<file path="config.mk">
export PLATFORM = sky130hd
export DESIGN_NAME = plate_color_pixel_classifier_unit_flat
export DESIGN_NICKNAME = d
export VERILOG_FILES = /design/src/rtl/pcpc_pkg.sv /design/src/rtl/pcpc_if.sv /design/src/rtl/pcpc_hsv.sv /design/src/rtl/pcpc_window.sv /design/src/rtl/plate_color_pixel_classifier_unit.sv /design/src/flat_wrapper.sv
export SDC_FILE = /design/constraint.sdc
export NUM_CORES = 1
export LEC_CHECK = 0
export ABC_AREA = 0
export BUFFER_PORTS_ARGS = -buffer_cell sky130_fd_sc_hd__buf_2
export CORE_UTILIZATION = 45
export CTS_BUF_LIST = sky130_fd_sc_hd__clkbuf_16
export CTS_CLUSTER_DIAMETER = 100
export DETAILED_ROUTE_END_ITERATION = 6
export MAX_ROUTING_LAYER = met4
export PLACE_DENSITY_LB_ADDON = 0.05
export RECOVER_POWER = 50
export SLEW_MARGIN = 20
export SYNTH_ARGS = -nofsm -noshare
export SYNTH_HDL_FRONTEND = slang
export SYNTH_HIERARCHICAL = 1
export SYNTH_SLANG_ARGS = --single-unit
</file>
<file path="constraint.sdc">
create_clock -name i_clk -period 14.3 [get_ports i_clk]
set_input_delay 0 -clock i_clk [delete_from_list [all_inputs] [get_ports i_clk]]
set_output_delay 0 -clock i_clk [all_outputs]
set_load 0.01 [all_outputs]
</file>
<file path="src/rtl/pcpc_pkg.sv">
// Package for the plate color pixel classifier.
// Shared types, register map and fixed constants; no dependencies.
package pcpc_pkg;

    localparam int CH_W   = 8;
    localparam int HUE_W  = 17;   // holds 360 * 255
    localparam int SAT_W  = 15;   // holds 100 * 255
    localparam int BND_W  = 9;
    localparam int FLR_W  = 7;
    localparam int ADDR_W = 5;
    localparam int DATA_W = 32;
    localparam int IDX_W  = 3;

    typedef logic [CH_W-1:0]  t_chan;
    typedef logic [HUE_W-1:0] t_hue;
    typedef logic [BND_W-1:0] t_bound;
    typedef logic [FLR_W-1:0] t_floor;

    // hue sector constants, degrees
    localparam t_hue HUE_STEP   = 17'd60;
    localparam t_hue HUE_BASE_G = 17'd120;
    localparam t_hue HUE_BASE_B = 17'd240;
    localparam t_hue HUE_WRAP   = 17'd360;
    localparam logic [SAT_W-1:0] SAT_SCALE = 15'd100;

    // register indexes
    localparam logic [IDX_W-1:0] REG_HUE_UPPER        = 3'd0;
    localparam logic [IDX_W-1:0] REG_HUE_LOWER_STRICT = 3'd1;
    localparam logic [IDX_W-1:0] REG_SAT_FLOOR_STRICT = 3'd2;
    localparam logic [IDX_W-1:0] REG_HUE_LOWER_LOOSE  = 3'd3;
    localparam logic [IDX_W-1:0] REG_SAT_FLOOR_LOOSE  = 3'd4;
    localparam logic [IDX_W-1:0] REG_GRAY_SPREAD      = 3'd5;
    localparam logic [IDX_W-1:0] REG_DARK_LIMIT       = 3'd6;

    // reset values
    localparam t_bound RST_HUE_UPPER        = 9'd270;
    localparam t_bound RST_HUE_LOWER_STRICT = 9'd208;
    localparam t_floor RST_SAT_FLOOR_STRICT = 7'd52;
    localparam t_bound RST_HUE_LOWER_LOOSE  = 9'd205;
    localparam t_floor RST_SAT_FLOOR_LOOSE  = 7'd48;
    localparam t_bound RST_GRAY_SPREAD      = 9'd40;
    localparam t_bound RST_DARK_LIMIT       = 9'd80;

    // hue numerator (hue = hnum / delta), delta, max, dark-gray flag
    typedef struct packed {
        t_hue  hnum;
        t_chan delta;
        t_chan mx;
        logic  gray_dark;
    } t_hsv;

endpackage

</file>
<file path="src/rtl/pcpc_if.sv">
// Valid/ready channel interfaces for pixel words and result words.
// Depends on pcpc_pkg.
interface pcpc_pix_if;
    import pcpc_pkg::*;
    logic  valid;
    logic  ready;
    t_chan red;
    t_chan green;
    t_chan blue;
    modport source (output valid, red, green, blue, input ready);
    modport sink   (input valid, red, green, blue, output ready);
endinterface

interface pcpc_res_if;
    logic valid;
    logic ready;
    logic color_hit;
    logic text_hit;
    modport source (output valid, color_hit, text_hit, input ready);
    modport sink   (input valid, color_hit, text_hit, output ready);
endinterface

</file>
<file path="src/rtl/pcpc_hsv.sv">
// Max/min, delta, hue numerator and dark near-gray test for one pixel.
// Pure combinational; depends on pcpc_pkg.
module pcpc_hsv (
    input  pcpc_pkg::t_chan  i_red,
    input  pcpc_pkg::t_chan  i_green,
    input  pcpc_pkg::t_chan  i_blue,
    input  pcpc_pkg::t_bound i_gray_spread,
    input  pcpc_pkg::t_bound i_dark_limit,
    output pcpc_pkg::t_hsv   o_hsv
);
    import pcpc_pkg::*;

    t_chan w_mx;
    t_chan w_mn;
    t_chan w_p;
    t_chan w_q;
    t_hue  w_base;
    t_chan w_d_rg;
    t_chan w_d_rb;
    t_chan w_d_bg;
    logic  w_gray;
    logic  w_dark;

    function automatic t_hue HUE_t(input t_chan v);
        HUE_t = {{(HUE_W-CH_W){1'b0}}, v};
    endfunction

    always_comb begin
        w_mx = (i_red > i_green) ? i_red : i_green;
        if (i_blue > w_mx) w_mx = i_blue;
        w_mn = (i_red < i_green) ? i_red : i_green;
        if (i_blue < w_mn) w_mn = i_blue;

        // blue wins ties over green, green over red
        if (i_blue >= i_red && i_blue >= i_green) begin
            w_p    = i_red;
            w_q    = i_green;
            w_base = HUE_BASE_B;
        end else if (i_green >= i_red) begin
            w_p    = i_blue;
            w_q    = i_red;
            w_base = HUE_BASE_G;
        end else begin
            w_p    = i_green;
            w_q    = i_blue;
            w_base = (i_green >= i_blue) ? '0 : HUE_WRAP;
        end

        w_d_rg = (i_red > i_green) ? i_red - i_green : i_green - i_red;
        w_d_rb = (i_red > i_blue)  ? i_red - i_blue  : i_blue - i_red;
        w_d_bg = (i_blue > i_green) ? i_blue - i_green : i_green - i_blue;
        w_gray = ({1'b0, w_d_rg} < i_gray_spread) && ({1'b0, w_d_rb} < i_gray_spread)
              && ({1'b0, w_d_bg} < i_gray_spread);
        w_dark = ({1'b0, i_red} < i_dark_limit) && ({1'b0, i_green} < i_dark_limit)
              && ({1'b0, i_blue} < i_dark_limit);
    end

    assign o_hsv.mx        = w_mx;
    assign o_hsv.delta     = w_mx - w_mn;
    // true result is never negative and fits, so modular arithmetic is exact
    assign o_hsv.hnum      = w_base * HUE_t(w_mx - w_mn) + HUE_STEP * HUE_t(w_p)
                           - HUE_STEP * HUE_t(w_q);
    assign o_hsv.gray_dark = w_gray && w_dark;

endmodule

</file>
<file path="src/rtl/pcpc_window.sv">
// One hue/saturation window test by cross-multiplied compares.
// Pure combinational; depends on pcpc_pkg.
module pcpc_window (
    input  pcpc_pkg::t_hue   i_hnum,
    input  pcpc_pkg::t_chan  i_delta,
    input  pcpc_pkg::t_chan  i_mx,
    input  pcpc_pkg::t_bound i_upper,
    input  pcpc_pkg::t_bound i_lower,
    input  pcpc_pkg::t_floor i_floor,
    output logic             o_hit
);
    import pcpc_pkg::*;

    t_hue              w_up_prod;
    t_hue              w_lo_prod;
    logic [SAT_W-1:0]  w_sat_num;
    logic [SAT_W-1:0]  w_sat_den;

    assign w_up_prod = HUE_W'(i_upper) * HUE_W'(i_delta);
    assign w_lo_prod = HUE_W'(i_lower) * HUE_W'(i_delta);
    assign w_sat_num = SAT_SCALE * SAT_W'(i_delta);
    assign w_sat_den = SAT_W'(i_floor) * SAT_W'(i_mx);

    // a gray pixel (delta zero) fails the strict saturation compare
    assign o_hit = (i_hnum <= w_up_prod) && (i_hnum >= w_lo_prod) && (w_sat_num > w_sat_den);

endmodule

</file>
<file path="src/rtl/plate_color_pixel_classifier_unit.sv">
// Plate color pixel classifier: one RGB pixel word in, one hit word out per clock.
// Top level; depends on pcpc_pkg, pcpc_if, pcpc_hsv and pcpc_window.
//
// Takes one pixel word per clock while the output is not stalled and returns
// its color_hit/text_hit word through the input register, hue/saturation
// register and result register. Sustained rate is one pixel per cycle; each
// stage holds its word and lets the stages ahead of it fill when the output is
// stalled. The hue numerator stage is followed by the window multiply-compare
// stage. Thresholds sit in an APB register file at byte address 4*index;
// write them only while no pixel is in flight.
module plate_color_pixel_classifier_unit (
    input  logic                        i_clk,
    input  logic                        i_rst_n,
    pcpc_pix_if.sink                    i_pix,
    pcpc_res_if.source                  o_res,
    input  logic                        psel,
    input  logic                        penable,
    input  logic                        pwrite,
    input  logic [pcpc_pkg::ADDR_W-1:0] paddr,
    input  logic [pcpc_pkg::DATA_W-1:0] pwdata,
    output logic [pcpc_pkg::DATA_W-1:0] prdata,
    output logic                        pready
);
    import pcpc_pkg::*;

    // configuration
    t_bound r_hue_upper;
    t_bound r_hue_lower_strict;
    t_floor r_sat_floor_strict;
    t_bound r_hue_lower_loose;
    t_floor r_sat_floor_loose;
    t_bound r_gray_spread;
    t_bound r_dark_limit;

    logic             w_wr;
    logic [IDX_W-1:0] w_idx;

    assign pready = 1'b1;
    assign w_wr   = psel && penable && pwrite;
    assign w_idx  = paddr[ADDR_W-1:2];

    always_ff @(posedge i_clk) begin
        if (!i_rst_n) begin
            r_hue_upper        <= RST_HUE_UPPER;
            r_hue_lower_strict <= RST_HUE_LOWER_STRICT;
            r_sat_floor_strict <= RST_SAT_FLOOR_STRICT;
            r_hue_lower_loose  <= RST_HUE_LOWER_LOOSE;
            r_sat_floor_loose  <= RST_SAT_FLOOR_LOOSE;
            r_gray_spread      <= RST_GRAY_SPREAD;
            r_dark_limit       <= RST_DARK_LIMIT;
        end else if (w_wr) begin
            case (w_idx)
                REG_HUE_UPPER:        r_hue_upper        <= pwdata[BND_W-1:0];
                REG_HUE_LOWER_STRICT: r_hue_lower_strict <= pwdata[BND_W-1:0];
                REG_SAT_FLOOR_STRICT: r_sat_floor_strict <= pwdata[FLR_W-1:0];
                REG_HUE_LOWER_LOOSE:  r_hue_lower_loose  <= pwdata[BND_W-1:0];
                REG_SAT_FLOOR_LOOSE:  r_sat_floor_loose  <= pwdata[FLR_W-1:0];
                REG_GRAY_SPREAD:      r_gray_spread      <= pwdata[BND_W-1:0];
                REG_DARK_LIMIT:       r_dark_limit       <= pwdata[BND_W-1:0];
                default: ;
            endcase
        end
    end

    always_comb begin
        case (w_idx)
            REG_HUE_UPPER:        prdata = DATA_W'(r_hue_upper);
            REG_HUE_LOWER_STRICT: prdata = DATA_W'(r_hue_lower_strict);
            REG_SAT_FLOOR_STRICT: prdata = DATA_W'(r_sat_floor_strict);
            REG_HUE_LOWER_LOOSE:  prdata = DATA_W'(r_hue_lower_loose);
            REG_SAT_FLOOR_LOOSE:  prdata = DATA_W'(r_sat_floor_loose);
            REG_GRAY_SPREAD:      prdata = DATA_W'(r_gray_spread);
            REG_DARK_LIMIT:       prdata = DATA_W'(r_dark_limit);
            default:              prdata = '0;
        endcase
    end

    // pipeline control
    logic r_v1, r_v2, r_v3;
    logic w_s1_free, w_s2_free, w_s3_free;

    assign w_s3_free   = !r_v3 || o_res.ready;
    assign w_s2_free   = !r_v2 || w_s3_free;
    assign w_s1_free   = !r_v1 || w_s2_free;
    assign i_pix.ready = w_s1_free;

    always_ff @(posedge i_clk) begin
        if (!i_rst_n) begin
            r_v1 <= 1'b0;
            r_v2 <= 1'b0;
            r_v3 <= 1'b0;
        end else begin
            if (w_s1_free) r_v1 <= i_pix.valid;
            if (w_s2_free) r_v2 <= r_v1;
            if (w_s3_free) r_v3 <= r_v2;
        end
    end

    // stage 1: input register
    t_chan r_red, r_green, r_blue;

    always_ff @(posedge i_clk) begin
        if (w_s1_free && i_pix.valid) begin
            r_red   <= i_pix.red;
            r_green <= i_pix.green;
            r_blue  <= i_pix.blue;
        end
    end

    // stage 2: hue numerator, delta, max, dark-gray flag
    t_hsv n_s2;
    t_hsv r_s2;

    pcpc_hsv u_hsv (
        .i_red         (r_red),
        .i_green       (r_green),
        .i_blue        (r_blue),
        .i_gray_spread (r_gray_spread),
        .i_dark_limit  (r_dark_limit),
        .o_hsv         (n_s2)
    );

    always_ff @(posedge i_clk) begin
        if (w_s2_free && r_v1) r_s2 <= n_s2;
    end

    // stage 3: window tests into the result register
    logic w_hit_strict, w_hit_loose;
    logic n_color_hit, n_text_hit;
    logic r_color_hit, r_text_hit;

    pcpc_window u_win_strict (
        .i_hnum  (r_s2.hnum),
        .i_delta (r_s2.delta),
        .i_mx    (r_s2.mx),
        .i_upper (r_hue_upper),
        .i_lower (r_hue_lower_strict),
        .i_floor (r_sat_floor_strict),
        .o_hit   (w_hit_strict)
    );

    pcpc_window u_win_loose (
        .i_hnum  (r_s2.hnum),
        .i_delta (r_s2.delta),
        .i_mx    (r_s2.mx),
        .i_upper (r_hue_upper),
        .i_lower (r_hue_lower_loose),
        .i_floor (r_sat_floor_loose),
        .o_hit   (w_hit_loose)
    );

    assign n_color_hit = w_hit_strict || w_hit_loose;
    assign n_text_hit  = n_color_hit || r_s2.gray_dark;

    always_ff @(posedge i_clk) begin
        if (w_s3_free && r_v2) begin
            r_color_hit <= n_color_hit;
            r_text_hit  <= n_text_hit;
        end
    end

    assign o_res.valid     = r_v3;
    assign o_res.color_hit = r_color_hit;
    assign o_res.text_hit  = r_text_hit;

    // checks
    a_text_covers_color: assert property (@(posedge i_clk) disable iff (!i_rst_n)
        r_v3 |-> (!r_color_hit || r_text_hit))
        else $error("text_hit low while color_hit high");

    a_accept_fills_s1: assert property (@(posedge i_clk) disable iff (!i_rst_n)
        (i_pix.valid && i_pix.ready) |=> r_v1)
        else $error("accepted pixel word lost at stage 1");

    a_empty_s1_ready: assert property (@(posedge i_clk) disable iff (!i_rst_n)
        !r_v1 |-> i_pix.ready)
        else $error("input stalled with empty stage 1");

    a_hue_in_range: assert property (@(posedge i_clk) disable iff (!i_rst_n)
        r_v2 |-> (r_s2.hnum <= HUE_WRAP * HUE_W'(r_s2.delta)))
        else $error("hue numerator above 360 degrees");

    a_gray_no_color: assert property (@(posedge i_clk) disable iff (!i_rst_n)
        (r_v2 && w_s3_free && r_s2.delta == '0) |=> !r_color_hit)
        else $error("color hit on a pixel with no chroma");

endmodule

</file>
<file path="src/flat_wrapper.sv">
// flat-port wrapper written by rule: the top's interface ports become plain ports
module plate_color_pixel_classifier_unit_flat import pcpc_pkg::*;
  (i_clk, i_rst_n, psel, penable, pwrite, paddr, pwdata, prdata, pready, i_pix_valid, i_pix_red, i_pix_green, i_pix_blue, i_pix_ready, o_res_valid, o_res_color_hit, o_res_text_hit, o_res_ready);
  pcpc_pix_if i_pix_i ();
  pcpc_res_if o_res_i ();
  input  logic i_clk;
  input  logic i_rst_n;
  input  logic psel;
  input  logic penable;
  input  logic pwrite;
  input  logic [pcpc_pkg::ADDR_W-1:0] paddr;
  input  logic [pcpc_pkg::DATA_W-1:0] pwdata;
  output logic [pcpc_pkg::DATA_W-1:0] prdata;
  output logic pready;
  input wire logic [$bits(i_pix_i.valid)-1:0] i_pix_valid;
  input wire logic [$bits(i_pix_i.red)-1:0] i_pix_red;
  input wire logic [$bits(i_pix_i.green)-1:0] i_pix_green;
  input wire logic [$bits(i_pix_i.blue)-1:0] i_pix_blue;
  output wire logic [$bits(i_pix_i.ready)-1:0] i_pix_ready;
  output wire logic [$bits(o_res_i.valid)-1:0] o_res_valid;
  output wire logic [$bits(o_res_i.color_hit)-1:0] o_res_color_hit;
  output wire logic [$bits(o_res_i.text_hit)-1:0] o_res_text_hit;
  input wire logic [$bits(o_res_i.ready)-1:0] o_res_ready;
  assign i_pix_i.valid = i_pix_valid;
  assign i_pix_i.red = i_pix_red;
  assign i_pix_i.green = i_pix_green;
  assign i_pix_i.blue = i_pix_blue;
  assign i_pix_ready = i_pix_i.ready;
  assign o_res_valid = o_res_i.valid;
  assign o_res_color_hit = o_res_i.color_hit;
  assign o_res_text_hit = o_res_i.text_hit;
  assign o_res_i.ready = o_res_ready;
  plate_color_pixel_classifier_unit u_core (.i_clk(i_clk), .i_rst_n(i_rst_n), .i_pix(i_pix_i), .o_res(o_res_i), .psel(psel), .penable(penable), .pwrite(pwrite), .paddr(paddr), .pwdata(pwdata), .prdata(prdata), .pready(pready));
endmodule
</file>
======== Yosys cells after proc, flatten, opt, wreduce, memory -nomap -nowiden ========
Cells that the tools add are included.
storage, ports and cells
  output and inout port bits .............. 37
  input port bits ......................... 68
  word-level logic and storage cells ...... 110
  register bits after elaboration ......... 122
operators by class
  multiply operators ...................... 9
  equal/unequal tests ..................... 6
  magnitude comparators ................... 21
  reductions and logical operators ........ 31
  $add $sub $neg .......................... 9
  mux-type cells .......................... 15
operators with widths
  kind                                                                number
  8-bit two-way mux                                                   11
  9-bit case mux with 7 select lines                                  1
  8-bit subtractor                                                    7
  8-bit by 9-bit < comparator with 1-bit output                       6
  9-bit by 8-bit multiplier with 17-bit output                        3
  17-bit >= comparator                                                2
  8-bit >= comparator                                                 4
  8-bit > comparator                                                  4
  15-bit > comparator                                                 2
  7-bit by 8-bit multiplier with 15-bit output                        2
  9-bit two-way mux                                                   3
  4-bit by 8-bit multiplier with 12-bit output, first input constant  2
  17-bit by 14-bit adder with 17-bit output                           1
  17-bit less-or-equal comparator                                     1
  17-bit by 8-bit multiplier with 17-bit output                       1
  17-bit by 14-bit subtractor with 17-bit output                      1
  8-bit < comparator                                                  2
  1-bit logical AND                                                   15
  2-bit AND reduction                                                 7
  5-bit by 8-bit multiplier with 13-bit output, first input constant  1
  3-bit == test, second input constant                                3
  3-bit by 2-bit == test with 1-bit output, second input constant     2
  1-bit logical OR                                                    5
  3-bit by 1-bit == test with 1-bit output, second input constant     1
  other kinds (2)                                                     4

======== Longest topological paths before layout ========
  depth in word-level cells ............... 8
  mapped depth ............................ 44
  depth with buffers taken out ............ 44

======== By module ========
Netlist, hierarchy kept.
modules (own cells, without submodules)
  module                             cells an instance  seq. area each (µm²)  area an instance (µm²)  times used
  pcpc_window (u_core.u_win_loose)   973                0.0                   8141.6                  1
  pcpc_window (u_core.u_win_strict)  966                0.0                   8119.0                  1
  pcpc_hsv                           1005               0.0                   8013.9                  1
  plate_color_pixel_classifier_unit  395                3042.9                4941.0                  1

======== Worst setup path after synthesis ========
Ideal clock, no wire load.
  path type ............................... register to register
  start ................................... register u_core.r_red[0]
  end ..................................... register u_core/r_s2[33] (netlist name) (data pin)
  stages on the path, launching flop included .. 43
  buffers on the path ..................... 3
  library setup time ...................... 0.260 ns
  required time ........................... 14.040 ns
  arrival ................................. 9.626 ns
  slack ................................... 4.414 ns
  clock period less this slack ............ 9.886 ns
  cells stage by stage .................... edfxtp_1 inv_1 ha_1 inv_1 fa_1 nand3_1 a21oi_2 o22ai_4 clkbuf_1 clkbuf_1 nor2_1 a21oi_1 ha_1 a21o_1 a21oi_1 o2111ai_1 nand2_1 clkbuf_1 (+7 left out) a21oi_1 xnor2_1 nor2b_1 fa_1 fa_1 fa_1 fa_1 inv_1 fa_1 inv_1 ha_1 and2_1 a31o_2 a31o_2 o41ai_1 o21bai_1 a21oi_1 xnor2_1
RTL lines
  what                    RTL line                                  text
  from (decl)             plate_color_pixel_classifier_unit.sv:100  t_chan r_red, r_green, r_blue;
  from (signal assigned)  plate_color_pixel_classifier_unit.sv:104  r_red <= i_pix.red;
  to (signal assigned)    plate_color_pixel_classifier_unit.sv:124  if (w_s2_free && r_v1) r_s2 <= n_s2;
  to (decl)               plate_color_pixel_classifier_unit.sv:112  t_hsv r_s2;

==> results.md <==
- The run finished, with violations left.
- The checks that failed: max-capacitance violations, max-slew violations.
- For the final routed database, the setup TNS stands at 0 ns.
- The arrival time at the worst endpoint is 11.55 ns.
- Each instance of the synthesized netlist takes up on average 8.75 sq um.
- For this run, the top clock speed supported by timing is 88.0 MHz.
- Registers take 3040 sq um.
- The share of post-route cells with drive strength above 1 is 0.0451.
- The CTS root buffer is clkbuf_16.
- The number of buffers and inverters on the critical path is 4.
- Max-cap violations in this run came to 1.
- The number of instances in the placed design is 4205.
- The worst pin sits at a relative slew slack of -0.344.
- The later pin in the worst-skew pair is clocked with a latency of 0.44 ns.
- For this block, the via count after detailed routing is 23000.
- Setup violations remaining at the end of the flow were counted as 0.
- The end point of the critical path is u_core/r_s2[33].
- The row count is 93.
- The final cell count without fillers is 4275.
- In this run the number of H-tree levels came out at 4.
- The clock passes through at most 2 buffers.
- The total overflow left after global routing is 0.
- Leaving out fill and tap cells, the most frequent cells in the layout are 591 x inv_1, 552 x ha_1, 308 x fa_1, 290 x nand2_1, 271 x and2_1.
- The layout filler cell count is 6223.
- The required time of the critical path is 14.49 ns.
- The full die area is 65900 sq um.
- Port buffering added 55 buffers.
- The slack of the worst reg-to-reg path is 2.94 ns.
- The smallest clock period supported by the final layout is computed as 11.36 ns.
- The maximum fanout count along the critical path is 26.
- By area the synthesized netlist is led by ha_1 24%, fa_1 21%, inv_1 7.6%.
- The kind of cell with the highest combined delay along the critical path is adder cells.
- The min-delay analysis places its worst path in the category primary input to register.
- The endpoint identified for the worst register-to-register timing path is u_core/r_s2[33].
- The element type at the critical path start is a register.
- The initial utilization of the core area, before any placement, comes to 0.454.
- The number of slew-limit violations in the final report came to 33.
- On the final layout, the worst clock skew is 0.0191 ns.
- The library cell used most frequently in the layout, excluding fill and tap cells, is inv_1.
- The synthesized netlist cell count is 3339.
- The count of unresolved DRC violations after routing is 0.
- Compared with the post-synthesis result, the final layout area differs by 7.04%.
- The most used flip-flop cell after synthesis is dfxtp_1.
- The post-detailed-placement half-perimeter wirelength is 62.1 mm.
- At the pin with the least slew margin, the transition time is 2.02 ns.
- The detailed-routing iteration count for the pre-antenna-repair pass is 5.
- The initial antenna violation count was 1.
- The number of warnings reported in the yosys synthesis log is 6.
- Buffers inserted during clock tree synthesis total 17.
- Dividing the final minimum period by the clock period gives 0.795.
- The die is 257 um tall.
- Gates resized during post-CTS repair numbered 0.
- In this run the horizontal extent of the chip is 257 um.
- The routed length per instance is 18.4 um.
- The number of global-route vias before repair came to 23400.
- The first routing iteration left 1223 violations.
- For this run, the total global-route usage over all layers was measured as 0.250.
- The area of the multi-input gates is 23500 sq um.
- After synthesis the cells add up to 29200 sq um.
- The via-per-instance ratio is 5.37.
- The largest individual stage delay along the critical path comes from the cell edfxtp_1.
- In this run the count of I/O pins placed on the die edge is 105.
- The synthesized flop and latch total is 122.
- The worst register-to-register path has a depth of 37.
- At the end of the flow, the number of nets in the layout was 4332.
- After synthesis, the netlist uses 89 different library cells.
- At the end of routability-driven placement, the weighted congestion stood at 0.885.
- The cell accounting for the most synthesized area is ha_1.
- The top-area cell type share of the netlist area is 0.236.
- The delay of the slowest cell on the worst path is 0.72 ns.
- The reg-to-reg startpoint is u_core/r_green[1].
- The cell that appears most often on the critical path is fa_1.
- The startpoint of the worst setup timing path is u_core/r_green[1].
- Counting flops with a built-in enable in the synthesized netlist gives 60.
- After clock tree synthesis, the clock-pin slew on the worst setup and hold paths is 0.07 ns.
- The maximum number of pins on one net before global-route repair is 74.
- The fraction of synthesis flops using an asynchronous set or reset pin is 0.
- The total number of clock tree sinks is 122.
- The post-detailed-route count of antenna-violating nets is 0.
- The number of hold-slack violations in the final timing report is 0.
- TritonCTS built the clock tree.
- The wire length of the first global-routing pass is 127 mm.
- The instance count on the critical path is 37.
- The total wirelength of the detailed-routed design is 78.6 mm.
- The worst setup path is of the register to register kind.
- The sequential element share of the synthesized area is 0.104.
- The worst setup path is captured at a register.
- The area inside the core boundary is 64300 sq um.
- Setup repair after global routing left no endpoint under its margin.
repair_timing:
action                                  4_1_cts  5_1_grt
endpoints found under the hold margin        56        0
hold buffers                                 35        0
endpoints found under the setup margin        0        0
buffers inserted                              0        0
how the worst min path moves through the flow:
stage / from / endpoint / slack [ns] / cells after the start
6_report: pwrite / u_core/r_hue_upper[1] / 0.09 / 3
3_3_place_gp: i_pix_blue[1] / u_core/r_blue[1] / 0.18 / 1
2_1_floorplan: i_pix_blue[0] / u_core/r_blue[0] / 0.1 / 0
3_5_place_dp: i_pix_blue[7] / u_core/r_blue[7] / 0.18 / 1
5_1_grt: pwrite / u_core/r_hue_upper[1] / 0.1 / 3
4_1_cts: pwrite / u_core/r_sat_floor_loose[5] / 0.12 / 3
stage by stage:
stage | setup WS, ns | hold slack, ns | area (sq um) | utilization
detailed placement | 3.10 | 0.178 | 30400 | 0.472
global route | 2.27 | 0.0968 | 31300 | 0.486
finish | 2.94 | 0.0935 | 31300 | 0.486
floorplan | 4.41 | 0.0989 | 29300 | -
global placement | 3.13 | 0.177 | 30400 | 0.472
CTS | 3.06 | 0.119 | 31300 | 0.486
flip-flops by register name, indices dropped and copies added (netlist names), 7 cells and up:
name	cells
u_core/r_sat_floor_strict	7
u_core/r_hue_lower_loose	9
u_core/r_blue	8
u_core/r_gray_spread	9
u_core/r_sat_floor_loose	7
u_core/r_red	8
u_core/r_green	8
u_core/r_dark_limit	9
u_core/r_hue_upper	9
u_core/r_s2	34
u_core/r_hue_lower_strict	9
metal layers:
layer,global-route usage,wire [um],share of wire
met5,-,0,0
met3,0.0201,2230,0.028
met2,0.412,37300,0.47
met4,0.0575,1530,0.019
met1,0.333,37600,0.48
logic make-up (layout without fill, tap and decap cells):
| kind of cell | count (synthesis) | after routing | synth area share |
|---|---|---|---|
| mux | 96 | 96 | 0.0337 |
| compound gates | 537 | 537 | 0.123 |
| xor+xnor | 132 | 132 | 0.0398 |
| simple gates | 907 | 907 | 0.158 |
| flops | 122 | 122 | 0.104 |
| other cells | 3 | 29 | 0.000385 |
| fa+ha+maj | 860 | 860 | 0.447 |
| buf+inv | 682 | 737 | 0.0936 |
cell usage after synthesis (all sizes together) (59+ instances only):
cell    instances
fa            308
dfxtp          62
xnor2          66
inv           589
a21o           59
nor2          141
edfxtp         60
mux2i          86
nand2         290
a21oi         138
o21ai         126
xor2           66
and2          271
ha            552
layout make-up:
cell class	instances	area share
multi-input combinational	2558	0.753
sequential	122	0.0973
inverter	589	0.0707
tap	855	0.0342
timing repair buffer	116	0.0259
clock buffer	20	0.0160
clock inverter	12	0.00268
antenna	3	0.000240
tightest hold or removal path: stages:
cell	delay (ns)
buf_2	0.12
nand4b_4	0.23
o311ai_1	0.13
Power is left out: the tool's default activity adds up to more than one toggle a clock period on the data nets, which glitch-free logic cannot reach.
